**config.mk**
```make
export PLATFORM = sky130hd
export DESIGN_NAME = saes_block_cipher_core
export DESIGN_NICKNAME = d
export VERILOG_FILES = /design/src/hdl/saes_pkg.sv /design/src/hdl/saes_block_cipher_core.sv
export SDC_FILE = /design/constraint.sdc
export NUM_CORES = 1
export LEC_CHECK = 0
export BUFFER_PORTS_ARGS = -buffer_cell sky130_fd_sc_hd__buf_2
export CORE_MARGIN = 5
export CORE_UTILIZATION = 50
export CTS_CLUSTER_DIAMETER = 200
export DETAILED_ROUTE_END_ITERATION = 8
export GPL_TIMING_DRIVEN = 0
export PLACE_DENSITY = 0.68
export REMOVE_ABC_BUFFERS = 1
export SLEW_MARGIN = 30
export SYNTH_ARGS = -nofsm -noshare
export SYNTH_HDL_FRONTEND = slang
export SYNTH_SLANG_ARGS = --single-unit
```
**constraint.sdc**
```tcl
create_clock -name clock -period 4.7 [get_ports clock]
set_input_delay 0.47 -clock clock [delete_from_list [all_inputs] [get_ports clock]]
set_output_delay 0.47 -clock clock [all_outputs]
set_load 0.005 [all_outputs]
```
**src/hdl/saes_pkg.sv**
```systemverilog
// S-AES package: nibble S-boxes, GF(16) arithmetic, round functions and key expansion.
// Self-contained; imported by saes_block_cipher_core.
`default_nettype none

package saes_pkg;

   localparam int BLOCK_W = 16;
   localparam int KEY_W   = 16;

   // Configuration register indexes
   localparam logic CSR_CIPHER_KEY   = 1'b0;
   localparam logic CSR_DECRYPT_MODE = 1'b1;

   // Key schedule round constants
   localparam logic [7:0] RCON1 = 8'h80;
   localparam logic [7:0] RCON2 = 8'h30;

   // MixColumns coefficients
   localparam logic [3:0] MIX_FWD_DIAG = 4'h1;
   localparam logic [3:0] MIX_FWD_OFF  = 4'h4;
   localparam logic [3:0] MIX_INV_DIAG = 4'h9;
   localparam logic [3:0] MIX_INV_OFF  = 4'h2;

   typedef struct packed {
      logic [BLOCK_W-1:0] k1;
      logic [BLOCK_W-1:0] k2;
   } round_keys_type;

   function automatic logic [3:0] sbox_fwd(input logic [3:0] n);
      logic [3:0] r;
      case (n)
         4'h0: r = 4'h9;  4'h1: r = 4'h4;  4'h2: r = 4'hA;  4'h3: r = 4'hB;
         4'h4: r = 4'hD;  4'h5: r = 4'h1;  4'h6: r = 4'h8;  4'h7: r = 4'h5;
         4'h8: r = 4'h6;  4'h9: r = 4'h2;  4'hA: r = 4'h0;  4'hB: r = 4'h3;
         4'hC: r = 4'hC;  4'hD: r = 4'hE;  4'hE: r = 4'hF;  default: r = 4'h7;
      endcase
      return r;
   endfunction

   function automatic logic [3:0] sbox_inv(input logic [3:0] n);
      logic [3:0] r;
      case (n)
         4'h0: r = 4'hA;  4'h1: r = 4'h5;  4'h2: r = 4'h9;  4'h3: r = 4'hB;
         4'h4: r = 4'h1;  4'h5: r = 4'h7;  4'h6: r = 4'h8;  4'h7: r = 4'hF;
         4'h8: r = 4'h6;  4'h9: r = 4'h0;  4'hA: r = 4'h2;  4'hB: r = 4'h3;
         4'hC: r = 4'hC;  4'hD: r = 4'h4;  4'hE: r = 4'hD;  default: r = 4'hE;
      endcase
      return r;
   endfunction

   // GF(16) multiply, modulus x^4+x+1
   function automatic logic [3:0] gf16_mul(input logic [3:0] a, input logic [3:0] b);
      logic [4:0] aa;
      logic [3:0] r;
      aa = {1'b0, a};
      r  = 4'h0;
      for (int i = 0; i < 4; i++) begin
         if (b[i]) begin
            r = r ^ aa[3:0];
         end
         aa = {aa[3:0], 1'b0};
         if (aa[4]) begin
            aa = aa ^ 5'h13;
         end
      end
      return r;
   endfunction

   function automatic logic [15:0] sub_word(input logic [15:0] v, input logic inv);
      logic [15:0] r;
      for (int i = 0; i < 4; i++) begin
         r[4*i +: 4] = inv ? sbox_inv(v[4*i +: 4]) : sbox_fwd(v[4*i +: 4]);
      end
      return r;
   endfunction

   // Swap the two nibbles of the bottom row
   function automatic logic [15:0] swap_rows(input logic [15:0] v);
      return {v[15:12], v[3:0], v[7:4], v[11:8]};
   endfunction

   function automatic logic [15:0] mix_cols(input logic [15:0] v,
                                            input logic [3:0] diag,
                                            input logic [3:0] off);
      logic [3:0] m0, m1, m2, m3;
      m0 = gf16_mul(diag, v[15:12]) ^ gf16_mul(off, v[11:8]);
      m1 = gf16_mul(off, v[15:12])  ^ gf16_mul(diag, v[11:8]);
      m2 = gf16_mul(diag, v[7:4])   ^ gf16_mul(off, v[3:0]);
      m3 = gf16_mul(off, v[7:4])    ^ gf16_mul(diag, v[3:0]);
      return {m0, m1, m2, m3};
   endfunction

   // RotNib then SubNib on one key word
   function automatic logic [7:0] key_g(input logic [7:0] w);
      return {sbox_fwd(w[3:0]), sbox_fwd(w[7:4])};
   endfunction

   function automatic round_keys_type expand_key(input logic [KEY_W-1:0] key);
      round_keys_type rk;
      logic [7:0] w0, w1, w2, w3, w4, w5;
      w0 = key[15:8];
      w1 = key[7:0];
      w2 = w0 ^ RCON1 ^ key_g(w1);
      w3 = w2 ^ w1;
      w4 = w2 ^ RCON2 ^ key_g(w3);
      w5 = w4 ^ w3;
      rk.k1 = {w2, w3};
      rk.k2 = {w4, w5};
      return rk;
   endfunction

   // Round keys of the all-zero reset key
   localparam round_keys_type RK_RESET = expand_key({KEY_W{1'b0}});

endpackage

`default_nettype wire

```
**src/hdl/saes_block_cipher_core.sv**
```systemverilog
// S-AES block cipher core: registered single-pass encrypt/decrypt datapath.
// Depends on saes_pkg for the S-boxes, round functions and key expansion.
//
// Usage
//   Request: a 16-bit block on req_block_in is taken at each rising edge where
//   start is high and busy is low. busy is always low: one block per cycle.
//   Response: rsp_block_out is valid for exactly one cycle, marked by
//   rsp_strobe, once the request has passed the input register and then the
//   result register. Results leave in request order.
//   Throughput: one block per clock, set by the two-stage register pipeline;
//   both rounds sit in the logic between the input and result registers.
//   The receiver cannot stall, so nothing is ever held back.
//   Configuration: csr_index 0 = cipher key (16 bits), 1 = decrypt mode
//   (csr_wdata[0]). csr_ready is always high; a transfer completes when
//   csr_valid is high. The round keys are expanded at the key write, so a block
//   may follow the write in the very next cycle. Write only while idle.
//   Reset (synchronous, active high): pipeline emptied, key = 0, encrypt mode,
//   round keys set to those of the zero key.
`default_nettype none

module saes_block_cipher_core
   import saes_pkg::*;
(
   input  wire logic               clock,
   input  wire logic               reset,
   // request
   input  wire logic               start,
   output      logic               busy,
   input  wire logic [BLOCK_W-1:0] req_block_in,
   // response
   output      logic               rsp_strobe,
   output      logic [BLOCK_W-1:0] rsp_block_out,
   // configuration
   input  wire logic               csr_valid,
   output      logic               csr_ready,
   input  wire logic               csr_index,
   input  wire logic [KEY_W-1:0]   csr_wdata
);

   // Configuration: round keys held pre-expanded
   logic [KEY_W-1:0]   k0_ff;
   round_keys_type     rk_ff;
   logic               decrypt_ff;

   // Pipeline
   logic               in_vld_ff;
   logic [BLOCK_W-1:0] in_blk_ff;
   logic               out_vld_ff;
   logic [BLOCK_W-1:0] out_blk_ff;
   logic [BLOCK_W-1:0] out_blk_in;

   logic               req_xfer;
   logic               csr_xfer;

   assign busy      = 1'b0;
   assign csr_ready = 1'b1;
   assign req_xfer  = start & ~busy;
   assign csr_xfer  = csr_valid & csr_ready;

   // Configuration registers
   always_ff @(posedge clock) begin
      if (reset) begin
         k0_ff      <= '0;
         rk_ff      <= RK_RESET;
         decrypt_ff <= 1'b0;
      end else if (csr_xfer) begin
         unique case (csr_index)
            CSR_CIPHER_KEY: begin
               k0_ff <= csr_wdata;
               rk_ff <= expand_key(csr_wdata);
            end
            CSR_DECRYPT_MODE: begin
               decrypt_ff <= csr_wdata[0];
            end
            default: begin
            end
         endcase
      end
   end

   // Both rounds in one pass
   always_comb begin
      logic [BLOCK_W-1:0] t;
      if (!decrypt_ff) begin
         t = in_blk_ff ^ k0_ff;
         t = mix_cols(swap_rows(sub_word(t, 1'b0)), MIX_FWD_DIAG, MIX_FWD_OFF) ^ rk_ff.k1;
         t = swap_rows(sub_word(t, 1'b0)) ^ rk_ff.k2;
      end else begin
         t = in_blk_ff ^ rk_ff.k2;
         t = sub_word(swap_rows(t), 1'b1) ^ rk_ff.k1;
         t = mix_cols(t, MIX_INV_DIAG, MIX_INV_OFF);
         t = sub_word(swap_rows(t), 1'b1) ^ k0_ff;
      end
      out_blk_in = t;
   end

   // Control: valid bits
   always_ff @(posedge clock) begin
      if (reset) begin
         in_vld_ff  <= 1'b0;
         out_vld_ff <= 1'b0;
      end else begin
         in_vld_ff  <= req_xfer;
         out_vld_ff <= in_vld_ff;
      end
   end

   // Payload: no reset needed
   always_ff @(posedge clock) begin
      if (req_xfer) begin
         in_blk_ff <= req_block_in;
      end
      if (in_vld_ff) begin
         out_blk_ff <= out_blk_in;
      end
   end

   assign rsp_strobe    = out_vld_ff;
   assign rsp_block_out = out_blk_ff;

endmodule

`default_nettype wire

```
; ---- After elaboration in Yosys (flattened, before gate mapping)
; Memories as Yosys holds them, arrays and structs flattened.
; Cells that the tools add are included.
[totals]
n_memories = 20
out_inout_bits = 19
mem_bits_ro = 1280
reg_bits = 83
[classes]
mux = 166
bitwise = 72
n_reduce_logical = 2
[memory_table]
columns = name, depth, word_bits, rd, rd_clocked_by_memory_dff, write_ports, line
row1 = (name not given), 16, 4, 1, 0, 0, saes_pkg.sv:31  ; case (n)
row2 = (name not given), 16, 4, 1, 0, 0, saes_pkg.sv:31
row3 = (name not given), 16, 4, 1, 0, 0, saes_pkg.sv:31
row4 = (name not given), 16, 4, 1, 0, 0, saes_pkg.sv:31
row5 = (name not given), 16, 4, 1, 0, 0, saes_pkg.sv:31
row6 = (name not given), 16, 4, 1, 0, 0, saes_pkg.sv:31
row7 = +14 memories, --, --, --, --, --, --
[ops]
columns = cell, n
row1 = $mux W4, 138
row2 = $xor A4 B4 Y4, 32
row3 = $xor A16 B16 Y16, 6
row4 = $mux W3, 12
row5 = $xor A8 B8 Y8, 4
row6 = $not A1 Y1, 26
row7 = $mux W2, 11
row8 = $mux W16, 1
row9 = $not A2 Y2, 4
row10 = $mux W1, 4
row11 = $reduce_and A2 Y1, 2

; ---- Logic depth before layout (Yosys ltp)
; Gate-level depths: netlist of run 1.
; An unclocked memory read counts as a cell.
[logic_depth]
depth_word = 20
ltp_mapped = 16

; ---- Worst setup path after synthesis of run 1
; Ideal clock, no wire load.
[synth_path]
path_type = register -> register
from = register in_blk_ff[0]
to = register out_blk_ff[12] (netlist: rsp_block_out[12]) (data pin)
required_ps = 4431
path_stages_with_launch = 14
setup_ps = 269
arrival_time_ps = 3545
n_path_buf = 0
setup_slack_ps = 886
path_cell_list = edfxtp_1 -> xor2_1 -> inv_1 -> ha_1 -> mux4_1 -> xnor2_1 -> or3_4 -> and3_1 -> or2_2 -> ha_1 -> mux4_2 -> xnor2_1 -> nand2_1 -> o21ai_0
[synth_via]
elab_chain_cells = 19
[synth_rtl]
columns = item, line
row1 = "start, declared", saes_block_cipher_core.sv:47  ; logic [BLOCK_W-1:0] in_blk_ff;
row2 = "start signal, assigned", saes_block_cipher_core.sv:111  ; in_blk_ff <= req_block_in;
row3 = $xor A16 B16 Y16, saes_block_cipher_core.sv:85  ; t = in_blk_ff ^ k0_ff;
row4 = $mem_v2 Z16 W4, --
row5 = $mux W4, saes_block_cipher_core.sv:84  ; if (!decrypt_ff) begin
row6 = $mux W3, saes_pkg.sv:58  ; if (b[i]) begin
row7 = $mux W4, saes_block_cipher_core.sv:84
row8 = $mux W4, saes_pkg.sv:58
row9 = $mux W4, saes_block_cipher_core.sv:84
row10 = $xor A4 B4 Y4, saes_pkg.sv:59  ; r = r ^ aa[3:0];
row11 = [4 not listed], --
row12 = $mux W4, saes_block_cipher_core.sv:84
row13 = $xor A4 B4 Y4, saes_pkg.sv:86  ; m0 = gf16_mul(diag, v[15:12]) ^ gf16_mul(off, v[11:8]);
row14 = $xor A16 B16 Y16, saes_block_cipher_core.sv:86  ; t = mix_cols(swap_rows(sub_word(t, 1'b0)), MIX_FWD_DIAG, MIX_FWD_OFF) ^ rk_ff.k1;
row15 = $mem_v2 Z16 W4, --
row16 = $mux W4, saes_block_cipher_core.sv:84
row17 = $xor A16 B16 Y16, saes_block_cipher_core.sv:87  ; t = swap_rows(sub_word(t, 1'b0)) ^ rk_ff.k2;
row18 = $mux W16 *, saes_block_cipher_core.sv:84
row19 = via out_blk_in[12], saes_block_cipher_core.sv:50  ; logic [BLOCK_W-1:0] out_blk_in;
row20 = "end signal, assigned", saes_block_cipher_core.sv:114  ; out_blk_ff <= out_blk_in;
row21 = "end, declared", saes_block_cipher_core.sv:49  ; logic [BLOCK_W-1:0] out_blk_ff;
; The timed path passes the listed nets; every way through them passes the cells marked *. The select of a mux whose other input is x is not followed.
; A chain may end at the register's enable or synchronous reset.

; ---- Worst setup path after layout of run 1
[layout_path]
from = register in_blk_ff[4]
to = register out_blk_ff[8] (netlist: rsp_block_out[8]) (data pin)
[layout_via]
elab_chain_cells = 19
[layout_rtl]
columns = item, line
row1 = $xor A16 B16 Y16, saes_block_cipher_core.sv:85
row2 = $mem_v2 Z16 W4, --
row3 = $mux W4, saes_block_cipher_core.sv:84
row4 = $mux W3, saes_pkg.sv:58
row5 = $mux W4, saes_block_cipher_core.sv:84
row6 = $mux W4, saes_pkg.sv:58
row7 = $mux W4, saes_block_cipher_core.sv:84
row8 = $xor A4 B4 Y4, saes_pkg.sv:59
row9 = [4 not listed], --
row10 = $mux W4, saes_block_cipher_core.sv:84
row11 = $xor A4 B4 Y4, saes_pkg.sv:89  ; m3 = gf16_mul(off, v[7:4]) ^ gf16_mul(diag, v[3:0]);
row12 = $xor A16 B16 Y16, saes_block_cipher_core.sv:86
row13 = $mem_v2 Z16 W4, --
row14 = $mux W4, saes_block_cipher_core.sv:84
row15 = $xor A16 B16 Y16, saes_block_cipher_core.sv:87
row16 = $mux W16 *, saes_block_cipher_core.sv:84
row17 = via out_blk_in[8], saes_block_cipher_core.sv:50
; Marks and branches as above.

==> results.sh, run 1 <==
export IMPL_p_switching_mw=2.30
export IMPL_clock_latency_ps=350
export IMPL_io_pins=56
export IMPL_grt_pass1_wl_um=28700
export IMPL_critPathArrivalTime_ps=4470
export IMPL_place_hpwl_um=13700
export IMPL_seqPwrFrac_pct=19.2
export IMPL_fp_dieArea_sq_um=19000
export IMPL_relSlewSlack_pct=48.8
export IMPL_post_cts_setup_buffers=0
export IMPL_crit_type="flop to flop"
export IMPL_synthDistinctLibCells=59
export IMPL_postRouteAntennaNets=0
export IMPL_synth_seq_cells=83
export IMPL_grt_overflow_total=0
export IMPL_num_nets_final=1056
export IMPL_worst_path_max_fanout=8
export IMPL_syn_instance_count=853
export IMPL_setup_viol=0
export IMPL_fin_tns_setup_ps=0
export IMPL_clk_pin_slew_ps=70
export IMPL_area_growth_pct=9.25
export IMPL_fp_dieW_um=138
export IMPL_synth_edf_count=32
export IMPL_seq_area_frac_synth_pct=24.3
export IMPL_antenna_cells=0
export IMPL_rows=46
export IMPL_cts_buffers=9
export IMPL_clock_sinks=83
export IMPL_yosysWarnings=0
export IMPL_required_ps=4760
export IMPL_crit_path_cell_trace="xor2_1 -> inv_1 -> ha_1 -> mux4_2 -> xnor2_2 -> xnor2_2 -> xor2_1 -> inv_1 -> ha_1 -> mux4_2 -> xnor2_1 -> nand2_1 -> o21ai_0"
export IMPL_asyncSetResetFlopFracSynth_pct=0
export IMPL_synth_top_cell_area_share_pct=19.3
export IMPL_yosysTopAreaCell="ha_1"
export IMPL_drcViolationCount=0
export IMPL_cp_start_kind="flop"
export IMPL_port_buffers=53
export IMPL_cp_num_buf_inv=2
export IMPL_crit_slowest_cell="xor2_1"
export IMPL_crit_family="XOR/XNOR gates"
export IMPL_grt_use_total_pct=19.4
export IMPL_p_clk_share_pct=12.7
export IMPL_layout_drive_gt1_share_pct=13.7
export IMPL_combPwrFrac_pct=68.1
export IMPL_synth_area_top_cells="ha_1 19%, dfxtp_1 13%, edfxtp_1 12%"
export IMPL_cts_hold_buffers_added=0
export IMPL_cp_end_kind="flop"
export IMPL_grt_pass1_vias=5586
export IMPL_peakVddDrop_mv=0.244
export IMPL_h_tree_depth=3
export IMPL_cts_buffer_depth=2
export IMPL_routed_wl_um=17700
export IMPL_cts_tree="yes"
export IMPL_leakage_nw=3.85
export IMPL_cts_resized=0
export IMPL_place_congestion=0.860
export IMPL_synth_area_per_cell_sq_um=9.57
export IMPL_skew_ps=7.76
export IMPL_yosys_most_used_dff="dfxtp_1"
export IMPL_internal_power_mw=2.81
export IMPL_post_route_util_pct=55.9
export IMPL_vias=5868
export IMPL_ctsRootBufferMaster="clkbuf_16"
export IMPL_wl_per_cell_um=15.9
export IMPL_max_freq_ghz=0.227
export IMPL_status="finished clean"
export IMPL_hold_violations=0
export IMPL_drtIter0Drc=324
export IMPL_dr_pass1_iters=4
export IMPL_drv_cap=0
export IMPL_die_h_um=138
export IMPL_grt_max_degree=53
export IMPL_hold_class="primary input to flop"
export IMPL_swShare_pct=45.0
export IMPL_antenna_found_initial=0
export IMPL_vias_per_cell=5.27
export IMPL_power_density_nw_per_um2=573
export IMPL_worst_pin_slew_ps=763
export IMPL_min_period_over_period_pct=93.7
export IMPL_start_util_pct=51.2
export IMPL_final_min_clock_period_ps=4400
export IMPL_syn_area_sq_um=8160
export IMPL_rsz0062_at_grt="no"
export IMPL_max_stage_delay_ps=570
export IMPL_drv_slew=0
export IMPL_core_sq_um=15900
logic make-up (layout without fill, tap and decap cells):
logic type	count (synthesis)	count (layout)	share of synthesized area [%]
xor gates and xnor gates	167	167	19.5
buffers and inverters	93	138	4.48
and+or+nand+nor	180	180	10.5
adders and majority gates	126	126	19.3
other	2	2	0.0920
AOI/OAI and AO/OA	133	133	10.2
DFF	83	83	24.3
muxes	69	69	11.6
path summary, 6_finish.rpt:
| path | startpoint | end | slack (ps) | cells after the start |
|---|---|---|---|---|
| setup / recovery | in_blk_ff[4] | rsp_block_out[8] | 300 | 13 |
| hold / removal | req_block_in[15] | in_blk_ff[15] | 290 | 1 |
| setup reg to reg | in_blk_ff[4] | rsp_block_out[8] | 300 | 13 |
| hold reg to reg | rk_ff[25] | rk_ff[25] | 500 | 2 |
cells in the mapped netlist (6+ instances only):
library cell  number
mux2i_1           40
mux4_2            13
edfxtp_1          32
o211ai_1           9
a21oi_1           48
mux2_2            11
xor2_1            56
nor2_1            40
xnor2_1           94
nor3_1            20
o21ai_0           24
a211o_1            6
nand2_1           71
nand3b_1           8
clkbuf_1          21
nand3_1           10
dfxtp_1           51
a211oi_1          13
ha_1             126
inv_1             66
xnor2_2           12
placed cells by master (no fill, tap or decap), types with 20 or more instances in the layout:
cell type	n
edfxtp_1	32
buf_2	52
mux2i_1	40
xnor2_1	94
nor3_1	20
inv_1	66
nand2_1	71
dfxtp_1	49
nor2_1	40
xor2_1	56
a21oi_1	48
o21ai_0	24
ha_1	126
state kept, by name, summed over array words and instances (netlist names):
name,cells
rk_ff,32
in_vld_ff,1
k0_ff,16
rsp_block_out,16
rsp_strobe,1
decrypt_ff,1
in_blk_ff,16
power by group through the flow:
| stage | Combinational [mW] | Sequential (mW) | Clock (mW) |
|---|---|---|---|
| 4_1_cts | 3.47 | 0.984 | 0.669 |
| 5_1_grt | 3.89 | 0.994 | 0.695 |
| 6_report | 3.48 | 0.982 | 0.649 |
| 2_1_floorplan | 2.74 | 0.989 | 0 |
| 3_5_place_dp | 3.46 | 0.998 | 0 |
| 3_3_place_gp | 3.37 | 0.998 | 0 |
stage by stage:
| step | instances | setup slack, ps | total power, mW | instance area, sq um | hold slack [ps] |
|---|---|---|---|---|---|
| floorplan | 827 | 853 | 3.73 | 8050 | 462 |
| global placement | 1096 | 381 | 4.37 | 8580 | 493 |
| detailed placement | 1098 | 338 | 4.45 | 8650 | 495 |
| CTS | 1114 | 315 | 5.13 | 8910 | 280 |
| global route | 1114 | 12.3 | 5.58 | 8910 | 279 |
| finish | 1114 | 297 | 5.11 | 8910 | 294 |
routing by layer:
| layer | wire (um) | vias up | track usage [%] |
|---|---|---|---|
| met5 | 0 | - | 0 |
| met4 | 244 | 0 | 4.77 |
| met3 | 853 | 19 | 3.58 |
| met2 | 7660 | 104 | 29.5 |
| met1 | 8990 | 2757 | 28.4 |
| li1 | - | 2988 | - |
layout make-up:
| class | instances | area, sq um |
|---|---|---|
| timing repair buffer | 55 | 323 |
| clock buffer | 11 | 233 |
| fill | 1467 | 7030 |
| tap | 216 | 270 |
| inverter | 67 | 251 |
| clock inverter | 5 | 30.0 |
| sequential | 83 | 1980 |
| multi-input combinational | 677 | 5820 |
(Power assumes the default switching activity.)
==> run 2, diff against run 1 <==
--- a/config.mk
+++ b/config.mk
@@ -10,8 +10,10 @@
 export CORE_UTILIZATION = 50
 export CTS_CLUSTER_DIAMETER = 200
 export DETAILED_ROUTE_END_ITERATION = 8
+export GPL_ROUTABILITY_DRIVEN = 0
 export GPL_TIMING_DRIVEN = 0
 export PLACE_DENSITY = 0.68
+export RECOVER_POWER = 50
 export REMOVE_ABC_BUFFERS = 1
 export SLEW_MARGIN = 30
 export SYNTH_ARGS = -nofsm -noshare
==> results.sh, run 2 (synthesis gave the netlist of run 1 again) <==
export IMPL_grt_max_degree=53
export IMPL_layout_commonest_cell="ha_1"
export IMPL_antenna_found_initial=0
export IMPL_antenna_cells=0
export IMPL_p_clk_share_pct=12.7
export IMPL_cts_buffer_depth=2
export IMPL_relSlewSlack_pct=9.55
export IMPL_layout_common_cells="126 x ha_1, 94 x xnor2_1, 71 x nand2_1"
export IMPL_hold_class="primary input to flop"
export IMPL_finalNonFillerCells=1114
export IMPL_drv_cap=0
export IMPL_fp_dieArea_sq_um=19000
export IMPL_grt_pass1_vias=5586
export IMPL_reg2regPathDepth=13
export IMPL_worst_pin_slew_ps=1360
export IMPL_grt_use_total_pct=19.4
export IMPL_place_area_sq_um=8650
export IMPL_ctsRootBufferMaster="clkbuf_16"
export IMPL_skew_ps=8.32
export IMPL_p_switching_mw=2.30
export IMPL_postRouteAntennaNets=0
export IMPL_vias_per_cell=5.29
export IMPL_cp_start_kind="flop"
export IMPL_clock_sinks=83
export IMPL_crit_slowest_cell="xor2_1"
export IMPL_internal_power_mw=2.81
export IMPL_seqPwrFrac_pct=19.2
export IMPL_crit_type="flop to flop"
export IMPL_drtIter0Drc=342
export IMPL_holdPathEnd="in_blk_ff[7]"
export IMPL_final_min_clock_period_ps=4420
export IMPL_hold_violations=0
export IMPL_largest_register="rk_ff"
export IMPL_post_place_cells=1098
export IMPL_peakVddDrop_mv=0.248
export IMPL_hold_start="req_block_in[7]"
export IMPL_rrSetupSlack_ps=280
export IMPL_max_freq_ghz=0.226
export IMPL_cts_resized=0
export IMPL_min_period_over_period_pct=94.0
export IMPL_critPathArrivalTime_ps=4480
export IMPL_place_hpwl_um=13700
export IMPL_reg2reg_from="in_blk_ff[4]"
export IMPL_layout_drive_gt1_share_pct=13.0
export IMPL_start_util_pct=51.2
export IMPL_power_density_nw_per_um2=575
export IMPL_cp_end_kind="flop"
export IMPL_rsz0062_at_grt="no"
export IMPL_drv_slew=0
export IMPL_wl_per_cell_um=15.9
export IMPL_cts_buffers=9
export IMPL_status="finished clean"
export IMPL_num_nets_final=1056
export IMPL_vias=5893
export IMPL_port_buffers=53
export IMPL_routed_wl_um=17700
export IMPL_post_cts_setup_buffers=0
export IMPL_min_path_cells=1
export IMPL_crit_path_cell_trace="xor2_1 -> inv_1 -> ha_1 -> mux4_2 -> xnor2_2 -> xnor2_2 -> xor2_1 -> inv_1 -> ha_1 -> mux4_2 -> xnor2_1 -> nand2_1 -> o21ai_0"
export IMPL_final_area_sq_um=8880
export IMPL_leakage_nw=3.83
export IMPL_clock_latency_ps=350
export IMPL_worst_path_max_fanout=8
export IMPL_io_pins=56
export IMPL_core_sq_um=15900
export IMPL_cts_tree="yes"
export IMPL_max_stage_delay_ps=590
export IMPL_h_tree_depth=3
export IMPL_grt_pass1_wl_um=28700
export IMPL_rows=46
export IMPL_swShare_pct=45.1
export IMPL_dr_pass1_iters=5
export IMPL_combPwrFrac_pct=68.1
export IMPL_rr_endpoint="rsp_block_out[8]"
export IMPL_fin_tns_setup_ps=0
export IMPL_required_ps=4760
export IMPL_grt_overflow_total=0
export IMPL_drcViolationCount=0
export IMPL_area_growth_pct=8.86
export IMPL_fp_dieW_um=138
export IMPL_n_fill_cell=1470
export IMPL_largest_reg_flops=32
export IMPL_cts_hold_buffers_added=0
export IMPL_die_h_um=138
export IMPL_clk_pin_slew_ps=60
export IMPL_setup_viol=0
==> run 2: changes by cell type in the layout (fill, tap and decap cells not counted), sizes merged <==
| cell | previous run | this run |
|---|---|---|
| buf | 55 | 51 |
| clkbuf | 11 | 15 |
==> run 2: stage by stage <==
stage,hold slack (ps),util (%),power [mW],setup WS (ps)
3_3_place_gp,493,53.8,4.37,381
2_1_floorplan,462,-,3.73,853
5_1_grt,279,55.7,5.58,12.3
3_5_place_dp,495,54.2,4.45,338
6_report,293,55.7,5.11,281
4_1_cts,280,55.9,5.13,315
==> run 2: worst max-delay path: cells and delay by family (launching register included) <==
kind | cells | cell delay, ps
AO/OA/AOI/OAI | 1 | 80
XOR/XNOR | 5 | 1720
adder cells (fa/ha/maj) | 2 | 460
buffers and inverters | 2 | 390
flip-flops | 1 | 450
multiplexers | 2 | 970
AND/OR/NAND/NOR | 1 | 60
==> run 2: power by group through the flow <==
stage               clock network, mW  logic, mW  registers (mW)
floorplan                           0       2.74           0.989
global placement                    0       3.37           0.998
detailed placement                  0       3.46           0.998
CTS                             0.669       3.47           0.984
global route                    0.695       3.89           0.995
finish                          0.650       3.48           0.982
==> run 2: how the worst max path moves through the flow <==
stage / start / end / slack (ps) / cells past startpoint
floorplan: in_blk_ff[0] / rsp_block_out[12] / 850 / 13
global placement: in_blk_ff[4] / rsp_block_out[8] / 380 / 13
detailed placement: in_blk_ff[4] / rsp_block_out[8] / 340 / 13
CTS: in_blk_ff[4] / rsp_block_out[8] / 320 / 13
global route: in_blk_ff[4] / rsp_block_out[8] / 10 / 13
finish: in_blk_ff[4] / rsp_block_out[8] / 280 / 13
==> run 2: per-layer routing <==
layer	share of wire, %	GRT usage (%)
met5	0	0
met2	43	29.5
met4	1.4	4.77
met1	51	28.4
met3	4.0	3.58
==> run 2: cell type report <==
cell class	count	area [sq um]	area share [%]
clock buffer	11	233	2.62
clock inverter	5	30.0	0.338
inverter	67	251	2.83
multi-input combinational	677	5820	65.5
sequential	83	1980	22.3
tap	216	270	3.04
timing repair buffer	55	295	3.32
